**src/hw/rtl/stms_pkg.sv**
```systemverilog
`timescale 1ns / 1ps
package stms_pkg;

  localparam int ID_W   = 32;
  localparam int SZ_W   = 48;
  localparam int FAC_W  = 16;
  localparam int WID_W  = 7;
  localparam int CFG_AW = 2;
  localparam int CFG_DW = 16;

  // Most ids one run may return.
  localparam logic [WID_W-1:0] RESULT_CAP = 7'd64;

  typedef enum logic [CFG_AW-1:0] {
    REG_LOW_FACTOR  = 2'd0,
    REG_HIGH_FACTOR = 2'd1,
    REG_MIN_WIDTH   = 2'd2,
    REG_MAX_WIDTH   = 2'd3
  } cfg_reg_t;

  typedef struct packed {
    logic            valid;
    logic [SZ_W-1:0] size;
    logic [ID_W-1:0] id;
  } entry_t;

  typedef struct packed {
    logic ins;  // sorted insert of the broadcast entry
    logic rot;  // shift towards the head, head wraps to the tail
    logic clr;  // drop every entry
  } cell_ctl_t;

endpackage

```
**src/hw/rtl/stms_cell.sv**
```systemverilog
`timescale 1ns / 1ps
module stms_cell (
  input  logic                clk,
  input  logic                rst_n,
  input  stms_pkg::cell_ctl_t ctl,
  input  stms_pkg::entry_t    new_ent,
  input  stms_pkg::entry_t    prev_ent,
  input  logic                prev_lt,
  input  stms_pkg::entry_t    next_ent,
  output stms_pkg::entry_t    ent,
  output logic                lt
);

  stms_pkg::entry_t ent_r;
  stms_pkg::entry_t ent_nxt;

  // New entry sorts ahead of this one (an empty cell is always behind).
  assign lt = !ent_r.valid || (new_ent.size < ent_r.size) ||
              ((new_ent.size == ent_r.size) && (new_ent.id < ent_r.id));
  assign ent = ent_r;

  always_comb begin
    ent_nxt = ent_r;
    if (ctl.clr) begin
      ent_nxt.valid = 1'b0;
    end else if (ctl.ins && lt) begin
      ent_nxt = prev_lt ? prev_ent : new_ent;
    end else if (ctl.rot) begin
      ent_nxt = next_ent;
    end
  end

  // Only the valid bit is reset; the payload is don't-care while empty.
  always_ff @(posedge clk) begin
    if (!rst_n) begin
      ent_r.valid <= 1'b0;
    end else begin
      ent_r.valid <= ent_nxt.valid;
    end
    ent_r.size <= ent_nxt.size;
    ent_r.id   <= ent_nxt.id;
  end

endmodule

```
**config.mk**
```make
export PLATFORM = sky130hd
export DESIGN_NAME = stms_cell
export DESIGN_NICKNAME = d
export VERILOG_FILES = /design/src/hw/rtl/stms_pkg.sv /design/src/hw/rtl/stms_cell.sv
export SDC_FILE = /design/constraint.sdc
export NUM_CORES = 1
export LEC_CHECK = 0
export BUFFER_PORTS_ARGS = -buffer_cell sky130_fd_sc_hd__buf_2
export CAP_MARGIN = 20
export CORE_ASPECT_RATIO = 1.75
export CORE_UTILIZATION = 40
export CTS_BUF_LIST = sky130_fd_sc_hd__clkbuf_2 sky130_fd_sc_hd__clkbuf_4 sky130_fd_sc_hd__clkbuf_8
export CTS_CLUSTER_DIAMETER = 200
export CTS_CLUSTER_SIZE = 20
export DETAILED_ROUTE_END_ITERATION = 7
export PLACE_DENSITY_LB_ADDON = 0.05
export SYNTH_ARGS = -nofsm -noshare
export SYNTH_HDL_FRONTEND = slang
export SYNTH_SLANG_ARGS = --single-unit
```
**constraint.sdc**
```tcl
create_clock -name clk -period 10.1 [get_ports clk]
set_input_delay 0 -clock clk [delete_from_list [all_inputs] [get_ports clk]]
set_output_delay 0 -clock clk [all_outputs]
set_load 0.03 [all_outputs]
```
# Word-level counts from Yosys, hierarchy flattened
# Index checks and enable logic that the tools add are counted.
[totals]
regBits = 81
in_bits = 249
out_inout_bits = 82
word_cells = 19
[classes]
magnitude_cmp = 2
n_eq_ne = 1
muxes = 3
bitwise_logic = 2
reduce_logical = 8
[ops]
columns = ["op", "count"]
rows = [
  ["81-bit 2-to-1 mux", 3],
  ["48-bit equality test", 1],
  ["48-bit < comparator", 1],
  ["32-bit < comparator", 1],
  ["1-bit logical AND", 2],
  ["1-bit logical OR", 2],
  ["1-bit inverter", 2],
  ["2-bit AND reduction", 1],
  ["2-bit nonzero test", 1],
  ["2-bit OR reduction", 1],
  ["1-bit zero test", 1],
]

# Logic depth before layout (Yosys ltp)
# Gate-level depths: netlist of run 1.
[depth]
ltp_word = 6
depth_mapped = 11
mapped_depth_nobuf = 9

# Least setup slack after synthesis of run 1
# Ideal clock, no wire load.
[synth_path]
kind = "reg2reg"
from = "register ent_r, in the netlist ent[46]"
to = "register ent_r, in the netlist ent[0] (enable)"
t_arrival_ps = 3561
required_ps = 9690
setup_slack_ps = 6129
path_stages_with_launch = 12
path_buffers = 2
cell_sequence = "edfxtp_1 -> inv_1 -> ha_1 -> a21oi_1 -> nand2_1 -> a221o_1 -> a211o_1 -> a211oi_2 -> o31a_1 -> buf_6 -> buf_6 -> o21ba_2"
[synth_between]
elab_chain_len = 6
elab_cells_between_ends = 8
[synth_lines]
columns = ["element", "line_no", "source"]
rows = [
  ["from (decl)", "stms_cell.sv:14", "stms_pkg::entry_t ent_r;"],
  ["48-bit < comparator or 48-bit equality test (tied branches)", "stms_cell.sv:18, stms_cell.sv:19", ""],
  ["1-bit logical OR or 1-bit logical AND (tied branches)", "stms_cell.sv:18, stms_cell.sv:19", ""],
  ["1-bit logical OR (*)", "stms_cell.sv:18", "assign lt = !ent_r.valid || (new_ent.size < ent_r.size) ||"],
  ["1-bit logical AND (*)", "stms_cell.sv:26", "end else if (ctl.ins && lt) begin"],
  ["2-bit nonzero test (no line) (*)", "-", ""],
  ["2-bit AND reduction (no line) (*)", "-", ""],
]
# Every way passes the cells marked *; elsewhere a longest branch is shown, timed or not.
# A chain may end at the register's enable or synchronous reset.

# Worst setup path after layout of run 1
[layout_path]
from = "register ent_r, in the netlist ent[75]"
to = "register ent_r, in the netlist ent[32] (data pin)"
[layout_between]
elab_chain_len = 5
elab_cells_between_ends = 7
[layout_lines]
columns = ["element", "line_no"]
rows = [
  ["48-bit < comparator or 48-bit equality test (tied branches)", "stms_cell.sv:18, stms_cell.sv:19"],
  ["1-bit logical OR or 1-bit logical AND (tied branches)", "stms_cell.sv:18, stms_cell.sv:19"],
  ["1-bit logical OR (*)", "stms_cell.sv:18"],
  ["1-bit logical AND (*)", "stms_cell.sv:26"],
  ["81-bit 2-to-1 mux (*)", "stms_cell.sv:26"],
]
# Marked as above.

==> results.md, run 1 <==
- The run finished with clean final reports.
- The final non-filler cell total is 1,185.
- Cells with a size suffix above 1 make up 53.8% of the layout.
- The clock skew is 0.0210 ns.
- TritonCTS built the clock tree.
- The kind of start point of the critical path is a flop.
- The worst hold path begins at new_ent[80].
- The global route total overflow is 0.
- The library cells used most frequently in the layout, excluding fill and tap cells, are 329 x buf_2, 83 x inv_1, 81 x mux2_2, 80 x edfxtp_1, 80 x dlygate4sd3_1.
- The total wire length is 19,800 µm.
- The critical path is of the flop to flop type.
- Setup violations remaining at the end of the flow were counted as 0.
- The total core area is 0.0164 mm².
- The number of nets in the synthesized netlist is 875.
- During I/O placement, the number of pins put on the boundary was 331.
- Counting stages on the worst path, the most repeated cell is buf_4.
- The final layout contains 1,282 nets.
- The critical path goes through inv_1 > ha_1 > nand4_1 > nor4_1 > and4b_1 > o2111a_1 > o221a_2 > o31a_2 > buf_4 > buf_4 > mux2_4.
- STA puts the critical path data arrival time at 4.37 ns.
- The post-CTS clock slew at the launch and capture registers of the worst setup and hold paths is 0.08 ns.
- The highest attainable clock frequency is 0.234 GHz.
- In this design, the stage delay of the slowest critical-path cell is 0.79 ns.
- The register with the most flip-flops in the layout has 81 of them.
- The number of max-cap violations is 0.
- The via count of the first global-routing pass is 6,321.
- The category of the worst setup path capture point is a flop.
- Counting the buffers created by CTS gives 9.
- After the first detailed-routing iteration, the DRC count stood at 88.
- The number of sinks on the clock net is 81.
- Counting tap cells, the placed design contains a total of 1,086 instances.
- The floorplan die area is 0.0174 mm².
- The die is 174 µm tall.
- The endpoint with the worst hold slack is ent[80].
- The horizontal extent of the die is 100 µm.
- Dividing total power by cell area gives a power density of 107 mW/mm².
- The family of cells with the greatest summed delay on the critical path is buffers and inverters.
- The effective utilization at floorplan is 40.9%.
- Setup repair after global routing left no endpoint under its margin.
- Post-CTS repair changed the size of 0 cells.
- The buffer depth of the longest clock path is 2.
- The first global-routing pass estimated 30,700 µm of wire.
- In this run the worst hold path is classified as primary input to flop.
- The critical path required time is 10.20 ns.
- The site row count is 62.
- Detailed placement ended at an HPWL of 15,300 µm.
- The detailed-router iteration count before antenna repair is 4.
- Using the TritonRoute via totals, the vias-per-cell ratio works out to 4.86.
- The number of enable flip-flop cells after synthesis is 80.
- The count of final hold-check violations is 0.
- Counting both buffers and inverters, the worst setup path holds a total of 3.
- The number of instances in the synthesized netlist is 547.
- The mapped netlist covers 0.00673 mm².
- The library cell used most frequently in the layout, excluding fill and tap cells, is buf_2.
- In this run the register-to-register setup slack is 5.83 ns.
- After synthesis, the mean cell area works out to 12.3 µm².
- The analysis attributes to cell leakage a power of 4.79 nW.
- In the final routed layout, each cell accounts on average for 16.7 µm.
- After synthesis the netlist holds a flip-flop and latch count of 81.
- The worst-case IR drop observed on VDD is 54.7 µV.
- Of all nets on the critical path, the largest fanout is 42.
- The root buffer cell chosen for the clock tree is clkbuf_8.
- The count of vias placed by the detailed router is 5,757.
- Of the synthesized area, sequential elements account for 36.0%.
- The clock insertion delay at the later pin of the skew report is 0.36 ns.
- The worst hold path passes through 4 cells.
- Entering global routing, the biggest net connects 83 pins.
- For this run, asynchronously set or reset flops after synthesis account for 0%.
- The synthesis-to-finish area growth is 42.6%.
- Once detail routing completed, the nets flagged for antenna violations numbered 0.
- CTS built an H-tree with a depth of 3.
- The end of the worst register-to-register path is ent[32].
- In the routed design, unresolved DRC markers number 0.
- The count of different cell masters after synthesis is 43.
- Once the clock tree was built, the setup fixing pass inserted 0 buffers.
- The placer congestion estimate is 0.814.
- The number of pins with negative max-slew slack in the final report came to 0.
- The post-cts hold buffer count is 80.
- In this run the critical register-to-register path is launched from ent[75].
- The ratio of final minimum period to clock period is 42.3%.
- The most frequently used flop master after synthesis is edfxtp_1.
- Yosys printed 0 warnings.
- In the global route stage, overall resource usage came out at 22.9%.
- The number of antenna violations at the first check in global routing is 2.
- Setup total negative slack on the finished layout was measured at 0 ns.
- At the pin with the least slew margin, the transition time is 1.09 ns.
- The slowest stage of the critical path belongs to the cell buf_4.
- The worst slew margin relative to its limit is 27.2%.
- The count of port buffers added during placement is 330.
- The worst path needs 4.27 ns of the cycle, external delays included.
- For the worst flop-to-flop path, the logic depth is 11.
==> report_power, final <==
part	total (mW)	switching, mW	internal, mW	leakage (nW)
Combinational	0.356	0.175	0.181	3.92
Sequential	0.416	0.0125	0.403	0.775
Clock	0.251	0.128	0.123	0.0971
Total	1.02	0.315	0.707	4.79
==> Yosys cell counts, drive strengths merged, types with 5 or more instances <==
master	n	area, µm²
inv	83	312
edfxtp	80	2400
nand4	12	81.3
clkbuf	9	33.8
nand3	8	40.0
mux2	160	2100
a21oi	24	120
nand2	17	63.8
ha	79	988
buf	9	101
nor2	9	33.8
a211oi	5	42.5
o21ai	8	40.0
==> cell families after synthesis <==
group,after synthesis,synth area share [%]
AND/OR/NAND/NOR,63,5.04
AO/OA/AOI/OAI,61,6.14
multiplexers,162,31.5
flip-flops,81,36.0
buffers and inverters,101,6.64
adder cells (fa/ha/maj),79,14.7
==> worst register-to-register path: cells and delay by family, from the launching register on <==
family                   cells  cell delay, ns
buffers and inverters        3            1.42
multiplexers                 1            0.36
AND/OR/NAND/NOR              3            1.05
flip-flops                   1            0.37
adder cells (fa/ha/maj)      1            0.30
AO/OA/AOI/OAI                3            0.53
==> per-layer routing <==
layer | vias to the layer above | track usage [%] | share of wire, %
met1 | 2670 | 22.3 | 36
met5 | - | 0 | 0
met3 | 32 | 4.31 | 5.7
met2 | 211 | 45.7 | 56
li1 | 2844 | - | -
met4 | 0 | 9.06 | 2.9
==> how the worst max path moves through the flow <==
stage          cells past startpoint  endpoint  startpoint  slack (ns)
4_1_cts                           11   ent[32]     ent[75]        5.76
6_report                          11   ent[32]     ent[75]        5.83
3_5_place_dp                      11   ent[38]     ent[75]        5.78
3_3_place_gp                      11   ent[65]     ent[75]        5.84
5_1_grt                           11   ent[32]     ent[78]        5.60
2_1_floorplan                     11    ent[0]     ent[46]        6.13
==> stage by stage <==
step	setup WS [ns]	instance area, µm²	total power, mW	utilization (%)	hold WS (ns)
floorplan	6.13	6730	0.640	-	0.218
global placement	5.84	8560	0.749	52.0	0.301
detailed placement	5.78	8560	0.756	52.0	0.303
CTS	5.76	9560	1.03	58.1	0.0241
global route	5.60	9590	1.08	58.3	0.0566
finish	5.83	9590	1.02	58.3	0.0384
==> cell type report <==
class,count,area [µm²]
flip-flops and latches,81,2420
clock inverters,4,53.8
well taps,224,280
multi-input cells,365,3870
inverters,83,312
fillers,1484,6860
repair buffers,414,2500
diodes,2,5.00
clock buffers,12,146
Power figures use the tool's default switching activity.
==> run 2, diff against run 1 <==
Settings changed: ABC_AREA from default to 1.
Clock period 10.1 ns to 4.4 ns, I/O delays scaled along.
==> run 2 against run 1 <==
  * Worst hold slack got worse by 0.018 ns
  * Die area decreased by 1.3%
  * Final cell count is 18% higher
  * Via count up 14%
  * Combinational power grew 120%
  * Register-to-register slack worse by 5.0 ns
  * Total power grew 120%
  * Largest cell class unchanged
  * Critical path type unchanged
==> results.md, run 2 <==
- STA classifies the critical path endpoint as a flop.
- The leading area contributor after synthesis is edfxtp_1.
- The sequential area share after synthesis is 36.5% (+0.50 points).
- The maximum resistive drop on vdd is 126 µV (+130%).
- The largest incremental delay on the critical path is 0.57 ns (-0.22 ns).
- The placer congestion estimate is 0.779 (-4.3%).
- The share of flip-flops with an asynchronous set or reset is 0% (unchanged).
- The synthesis-to-finish area growth is 42.4% (about the same).
- The most frequent standard cell in the layout excluding fill and tap cells is nand2_1.
- Traced cell by cell, the critical path runs through inv_1 > ha_1 > nand4_1 > nor2_1 > nand3_1 > nor2_2 > nand2_1 > nor2_1 > nand2_1 > nand3_2 > nand2_4 > inv_2 > buf_4 > nand2_1 > nand2_1 > dlygate4sd3_1.
- The run finished with clean final reports.
- The number of flip-flops under the largest register name is 81 (unchanged).
- The maximum net fanout on the critical path came to 48 (+14%).
- The final non-filler cell total is 1,403 (+18%).
- The mean instance size in the synthesized netlist is 8.33 µm² (-32%).
- The post-synth net total came to 1,125 (+29%).
- The wire length of the first global-routing pass is 30,500 µm (-0.50%).
- The count of vias placed by the detailed router is 6,574 (+14%).
- After synthesis, the cell types taking the most area are edfxtp_1 36%, nand2_1 19%, ha_1 15%.
- The final layout net count came to 1,533 (+20%).
- The detailed-router iteration count before antenna repair is 5 (+1).
- The area share of the largest cell type after synthesis was 36.2% (+0.49 points).
- The detailed-route wire length per cell came to 14.3 µm (-15%).
- By instance count, the cell type seen most on the critical path is nand2_1.
- The number of pins with negative max-slew slack in the final report was 0 (unchanged).
- The site row count is 62 (unchanged).
- The count of synthesis-stage warnings from yosys was 0 (unchanged).
- The total wire length is 20,100 µm (+1.2%).
- The count of cells resized by post-cts repair is 0 (unchanged).
- The post-CTS clock slew at the launch and capture registers of the worst setup and hold paths is 0.10 ns (+0.02 ns).
- The CTS tree is done.
- The count of nets left with antenna violations after detail routing is 0 (unchanged).
- The total core area was 0.0163 mm² (-0.94%).
- The via count of the first global-routing pass is 6,565 (+3.9%).
- Setup repair after global routing left no endpoint under its margin.
- The top cell types in the final layout, fill and taps aside, are 331 x nand2_1, 329 x buf_2, 105 x inv_1, 87 x dlygate4sd3_1, 80 x edfxtp_1.
- The critical path required time came to 4.65 ns (-5.55 ns).
- The number of filler instances in the final layout was 1,537 (+3.6%).
- The post-CTS setup buffer count was 0 (unchanged).
- The worst slew margin relative to its limit is 38.9% (+12 points).
- The count of port buffers added during placement came to 330 (unchanged).
- The height of the chip is 172 µm (-0.67%).
- The power density over the cells is 241 mW/mm² (+130%).
- The horizontal extent of the die was 99.4 µm (-0.67%).
- STA classifies the critical path startpoint as a flop.
- Yosys instantiated no cell more often than nand2_1.
- The number of sinks on the clock net is 81 (unchanged).
- The maximum number of pins on one net before global-route repair came to 84 (+1.2%).
- The number of buffers created by CTS came to 9 (unchanged).
- The worst-case register-to-register setup slack was 0.81 ns (-5.02 ns).
- The post-detailed-placement half-perimeter wirelength is 15,000 µm (-2.1%).
- The global route total overflow is 0 (unchanged).
- The clock insertion delay at the later pin of the skew report was 0.37 ns (about the same).
- The number of instances in the placed design is 1,298 (+20%).
- The tree is rooted in a clkbuf_8.
- The number of instances in the synthesized netlist is 797 (+46%).
- The average via count per standard cell came to 4.69 (-3.6%).
- The effective utilization at floorplan is 40.7% (-0.17 points).
- The count of final setup violators is 0 (unchanged).
- The clock skew was 0.0170 ns (-0.00405 ns).
- The minimum period implied by the final worst setup slack is 3.59 ns (-0.684 ns).
- The count of different cell masters after synthesis is 23 (-47%).
- The cell type of the slowest stage on the worst timing path is buf_4.
- The path category of the worst min-delay check is primary input to flop.
- The number of antenna violations at the first check in global routing is 2 (unchanged).
- The sum of negative setup slack is 0 ns (unchanged).
- The transition time of the tightest slew-check pin came to 0.917 ns (-0.175 ns).
- The residual DRC count is 0 (unchanged).
- The most frequently used flop master after synthesis is edfxtp_1.
- The number of enable flip-flop cells after synthesis is 80 (unchanged).
- The number of placed I/O pins came to 331 (unchanged).
- The number of max-cap violations came to 0 (unchanged).
- The global-route usage over all layers is 23.1% (+0.13 points).
- The post-cts hold buffer count was 87 (+8.8%).
- The highest attainable clock frequency is 0.279 GHz (+19%).
- Sorting the synthesized cells by how often they occur yields 331 x nand2_1, 105 x inv_1, 80 x edfxtp_1, 79 x ha_1, 78 x mux2_2.
- The critical path data arrival time is 3.84 ns (-0.53 ns).
- The flop and latch count out of synthesis is 81 (unchanged).
- The floorplan die area is 0.0171 mm² (-1.3%).
- The number of H-tree branching levels is 3 (unchanged).
- The share of final-layout standard cells stronger than drive strength 1 is 36.1% (-18 points).
- The post-synthesis instance area was 0.00664 mm² (-1.4%).
- The critical path in this run is classified as flop to flop.
- The buffer depth of the longest clock path is 2 (unchanged).
- The static leakage is 5.12 nW (+6.8%).
- The detailed router's first-iteration violation count is 151 (+72%).
- The count of final hold-check violations is 0 (unchanged).
- The ratio of final minimum period to clock period is 81.6% (+39 points).
-- run 2: cell types whose count changed in the layout (fill, tap and decap cells not counted), sizes merged, moves of 3 or more --
cell	before	now
a211oi	5	0
a21oi	24	36
a221o	3	0
clkbuf	12	9
clkinv	1	4
dlygate4sd3	80	87
inv	83	107
mux2	160	78
nand2	17	332
nand3	8	13
nand4	12	4
nor2	9	23
nor4	3	0
-- run 2: final timing paths --
kind	cells past startpoint	start	end
hold / removal	4	prev_ent[4]	ent[4]
setup reg to reg	16	ent[63]	ent[6]
hold reg to reg	4	ent[80]	ent[66]
setup / recovery	16	ent[63]	ent[6]
-- run 2: critical path: cells and delay by family (launching register included) --
kind                     cells  cell delay [ns]
adder cells (fa/ha/maj)      1             0.31
buffers and inverters        4             1.62
flip-flops                   1             0.36
AND/OR/NAND/NOR             11             1.17
-- run 2: kinds of logic after synthesis --
group                    Yosys count  share of synthesized area [%]
adder cells (fa/ha/maj)           79                           14.9
flip-flops                        81                           36.5
AND/OR/NAND/NOR                  375                           21.9
buffers and inverters            133                           9.35
multiplexers                      79                           13.4
AO/OA/AOI/OAI                     50                           3.96
-- run 2: final cells by class --
cell class                      instances  area [µm²]  share of cell area (%)
Multi-Input combinational cell        583        3610                    38.2
Sequential cell                        81        2420                    25.6
Tap cell                              192         240                    2.54
Clock inverter                          6        60.1                   0.635
Antenna cell                            2        5.00                  0.0529
Inverter                              107         402                    4.25
Timing Repair Buffer                  423        2590                    27.4
Clock buffer                            9         124                    1.31
-- run 2: metrics by stage --
step	power, mW	util (%)	worst slack (ns)	instance area, µm²	hold slack, ns
after floorplan	1.44	-	0.623	6650	0.123
after global placement	1.68	51.4	1.25	8370	0.236
after detailed placement	1.69	51.4	1.28	8370	0.239
after CTS	2.30	57.8	0.768	9420	0.000806
after global routing	2.43	58.0	0.402	9450	0.0238
final	2.28	58.0	0.810	9450	0.0202
-- run 2: where the power goes --
group          total (mW)  switching [mW]  internal, mW
combinational       0.777           0.434         0.344
clock               0.547           0.291         0.256
sequential          0.952          0.0267         0.925
-- run 2: layer usage --
metal / track usage (%) / part of all wire (%) / vias up / wire length (µm)
li1: - / - / 3408 / -
met5: 0 / 0 / - / 0
met3: 4.16 / 5.4 / 41 / 1090
met4: 9.97 / 3.4 / 0 / 675
met1: 23.5 / 37 / 2910 / 7450
met2: 45.2 / 54 / 215 / 10900
==> run 3, diff against run 2 <==
Clock period 4.4 ns to 3.3 ns, I/O delays scaled along.
==> run 3 against run 2 <==
  * Critical path depth stayed put
  * Via count is 1.7% higher
  * Sequential power is 33% higher
  * Worst setup slack worse by 0.54 ns
  * Final cell count is 0.36% higher
  * Utilization is 0.54 points higher
  * Global-route usage is 1.4 points higher
  * Largest power group unchanged
==> results.md, run 3 (same netlist as run 2, synthesis figures left out) <==
- The maximum resistive drop on vdd is 228 µV (+81%).
- The startpoint of the tightest hold check path is prev_ent[75].
- The number of H-tree branching levels is 3 (unchanged).
- The met1 global-route usage is 23.2% (-0.22 points).
- The placer congestion estimate was 0.823 (+5.7%).
- The worst slew margin relative to its limit is 61.4% (+23 points).
- The effective utilization at floorplan came to 40.7% (unchanged).
- The buffer depth of the longest clock path is 2 (unchanged).
- The site row count is 62 (unchanged).
- The hold-critical path depth was 4 (unchanged).
- The height of the chip is 172 µm (unchanged).
- The start of the worst register-to-register path is ent[31].
- TritonCTS built the clock tree.
- The transition time of the tightest slew-check pin is 0.578 ns (-0.339 ns).
- In this run the critical register-to-register path is captured at ent[77].
- The maximum number of pins on one net before global-route repair is 45 (-46%).
- The critical path required time is 3.43 ns (-1.22 ns).
- The final core utilization came to 58.6% (+0.54 points).
- The post-placement worst setup slack came to 0.452 ns (-0.823 ns).
- The kind of start point of the critical path is a flop.
- Leaving out fill and tap cells, the most frequent cells in the layout are 331 x nand2_1, 329 x buf_2, 103 x inv_1, 87 x dlygate4sd3_1, 80 x edfxtp_1.
- The cell area after placement is 0.00845 mm² (+1.0%).
- The number of max-cap violations came to 0 (unchanged).
- The ratio of final minimum period to clock period is 91.9% (+10 points).
- The number of flip-flops under the largest register name is 81 (unchanged).
- The final non-filler cell total was 1,408 (+0.36%).
- The number of instances in the placed design came to 1,301 (+0.23%).
- The count of vias placed by the detailed router is 6,685 (+1.7%).
- The post-CTS clock slew at the launch and capture registers of the worst setup and hold paths is 0.09 ns (about the same).
- The minimum period implied by the final worst setup slack was 3.03 ns (-0.558 ns).
- The critical path data arrival time is 3.16 ns (-0.68 ns).
- The detailed-route wire length per cell was 15.3 µm (+6.8%).
- The clock insertion delay at the later pin of the skew report was 0.37 ns (about the same).
- The worst hold path belongs to the class primary input to flop.
- The met2 track demand over resource in global routing was 49.5% (+4.3 points).
- The count of final setup violators is 0 (unchanged).
- The sum of negative setup slack came to 0 ns (unchanged).
- The post-detailed-placement half-perimeter wirelength was 16,200 µm (+8.2%).
- The number of pins with negative max-slew slack in the final report is 0 (unchanged).
- The final layout net count is 1,536 (+0.20%).
- The total wire length is 21,500 µm (+7.2%).
- The horizontal extent of the die is 99.4 µm (unchanged).
- The global routing's busiest layer is met2.
- The residual DRC count is 0 (unchanged).
- The global route total overflow is 0 (unchanged).
- The synthesis-to-finish area growth is 43.8%.
- The via count of the first global-routing pass is 6,727 (+2.5%).
- The tree is rooted in a clkbuf_8.
- The number of antenna violations at the first check in global routing is 3 (+1).
- For hold timing, the worst endpoint is ent[75].
- The maximum net fanout on the critical path is 36 (-25%).
- The number of sinks on the clock net is 81 (unchanged).
- Setup repair after global routing left no endpoint under its margin.
- The number of placed I/O pins is 331 (unchanged).
- The average via count per standard cell is 4.75 (+1.3%).
- The count of final hold-check violations is 0 (unchanged).
- The worst-case register-to-register setup slack is 0.27 ns (-0.54 ns).
- The static leakage is 5.13 nW (+0.24%).
- The worst hold slack came to 0.0176 ns (-0.00264 ns).
- The floorplan die area is 0.0171 mm² (unchanged).
- The power density over the cells came to 317 mW/mm² (+32%).
- The critical path in this run is classified as flop to flop.
- The global-route usage over all layers is 24.5% (+1.4 points).
- The setup slack of the critical path after layout was 0.268 ns (-0.542 ns).
- The count of port buffers added during placement came to 330 (unchanged).
- The wire length of the first global-routing pass came to 32,100 µm (+5.0%).
- The met3 usage in global routing is 4.53% (+0.36 points).
- The highest attainable clock frequency is 0.330 GHz (+18%).
- The number of cell instances on the worst register-to-register path is 16 (unchanged).
- The total non-filler cell area in the finished layout was 0.00954 mm² (+0.93%).
- Leaving out fill and tap cells, the most frequent cell in the layout is nand2_1.
- STA classifies the critical path endpoint as a flop.
- The number of buffers created by CTS is 9 (unchanged).
- The detailed router's first-iteration violation count is 209 (+38%).
- The share of final-layout standard cells stronger than drive strength 1 was 36.8% (+0.71 points).
- The total core area is 0.0163 mm² (unchanged).
- The count of nets left with antenna violations after detail routing is 0 (unchanged).
- The detailed-router iteration count before antenna repair is 4 (-1).
- The clock skew is 0.0171 ns (+0.000124 ns).
- The run finished with clean final reports.
- The total power is 3.02 mW (+33%).
- The post-CTS setup buffer count was 0 (unchanged).
-- run 3: power breakdown --
part	internal (mW)	total (mW)	switching, mW
combinational	0.466	1.06	0.595
sequential	1.23	1.27	0.0390
clock	0.288	0.687	0.399
-- run 3: layout make-up --
cell class	count	area, µm²
antenna	3	7.51
clock buffer	11	139
clock inverter	5	32.5
fill	1597	6750
inverter	107	402
multi-input combinational	584	3670
sequential	81	2420
tap	192	240
timing repair buffer	425	2630
-- run 3: worst max-delay path by stage --
stage            start  slack (ns)  cells past startpoint  endpoint
6_report       ent[31]        0.27                     16   ent[77]
2_1_floorplan  ent[59]       -0.33                     15    ent[0]
5_1_grt        ent[31]       0.007                     16   ent[77]
4_1_cts        ent[31]        0.03                     16   ent[80]
3_5_place_dp   ent[71]        0.45                     15   ent[49]
3_3_place_gp   ent[63]        0.49                     13    ent[8]
-- run 3: timing repair --
item                                   4_1_cts  5_1_grt
setup endpoints to repair                    0        2
hold buffers                                87        0
endpoints found under the hold margin       81        0
gates resized for setup                      0        6
-- run 3: worst max-delay path, stage by stage, from the launching register on --
cell	delay, ns
edfxtp_1	0.36
inv_1	0.05
ha_1	0.28
nand2_1	0.06
inv_2	0.06
nand3_1	0.08
or2_1	0.25
a21oi_1	0.19
nor2_1	0.07
nand2_1	0.12
nand3_4	0.14
nand2_8	0.19
inv_2	0.07
buf_12	0.18
nand2_1	0.07
nand2_1	0.05
dlygate4sd3_1	0.56
-- run 3: per-layer routing --
metal	vias to the layer above	wire length, µm
li1	3413	-
met5	-	0
met2	234	12200
met3	37	1110
met4	0	631
met1	3001	7580
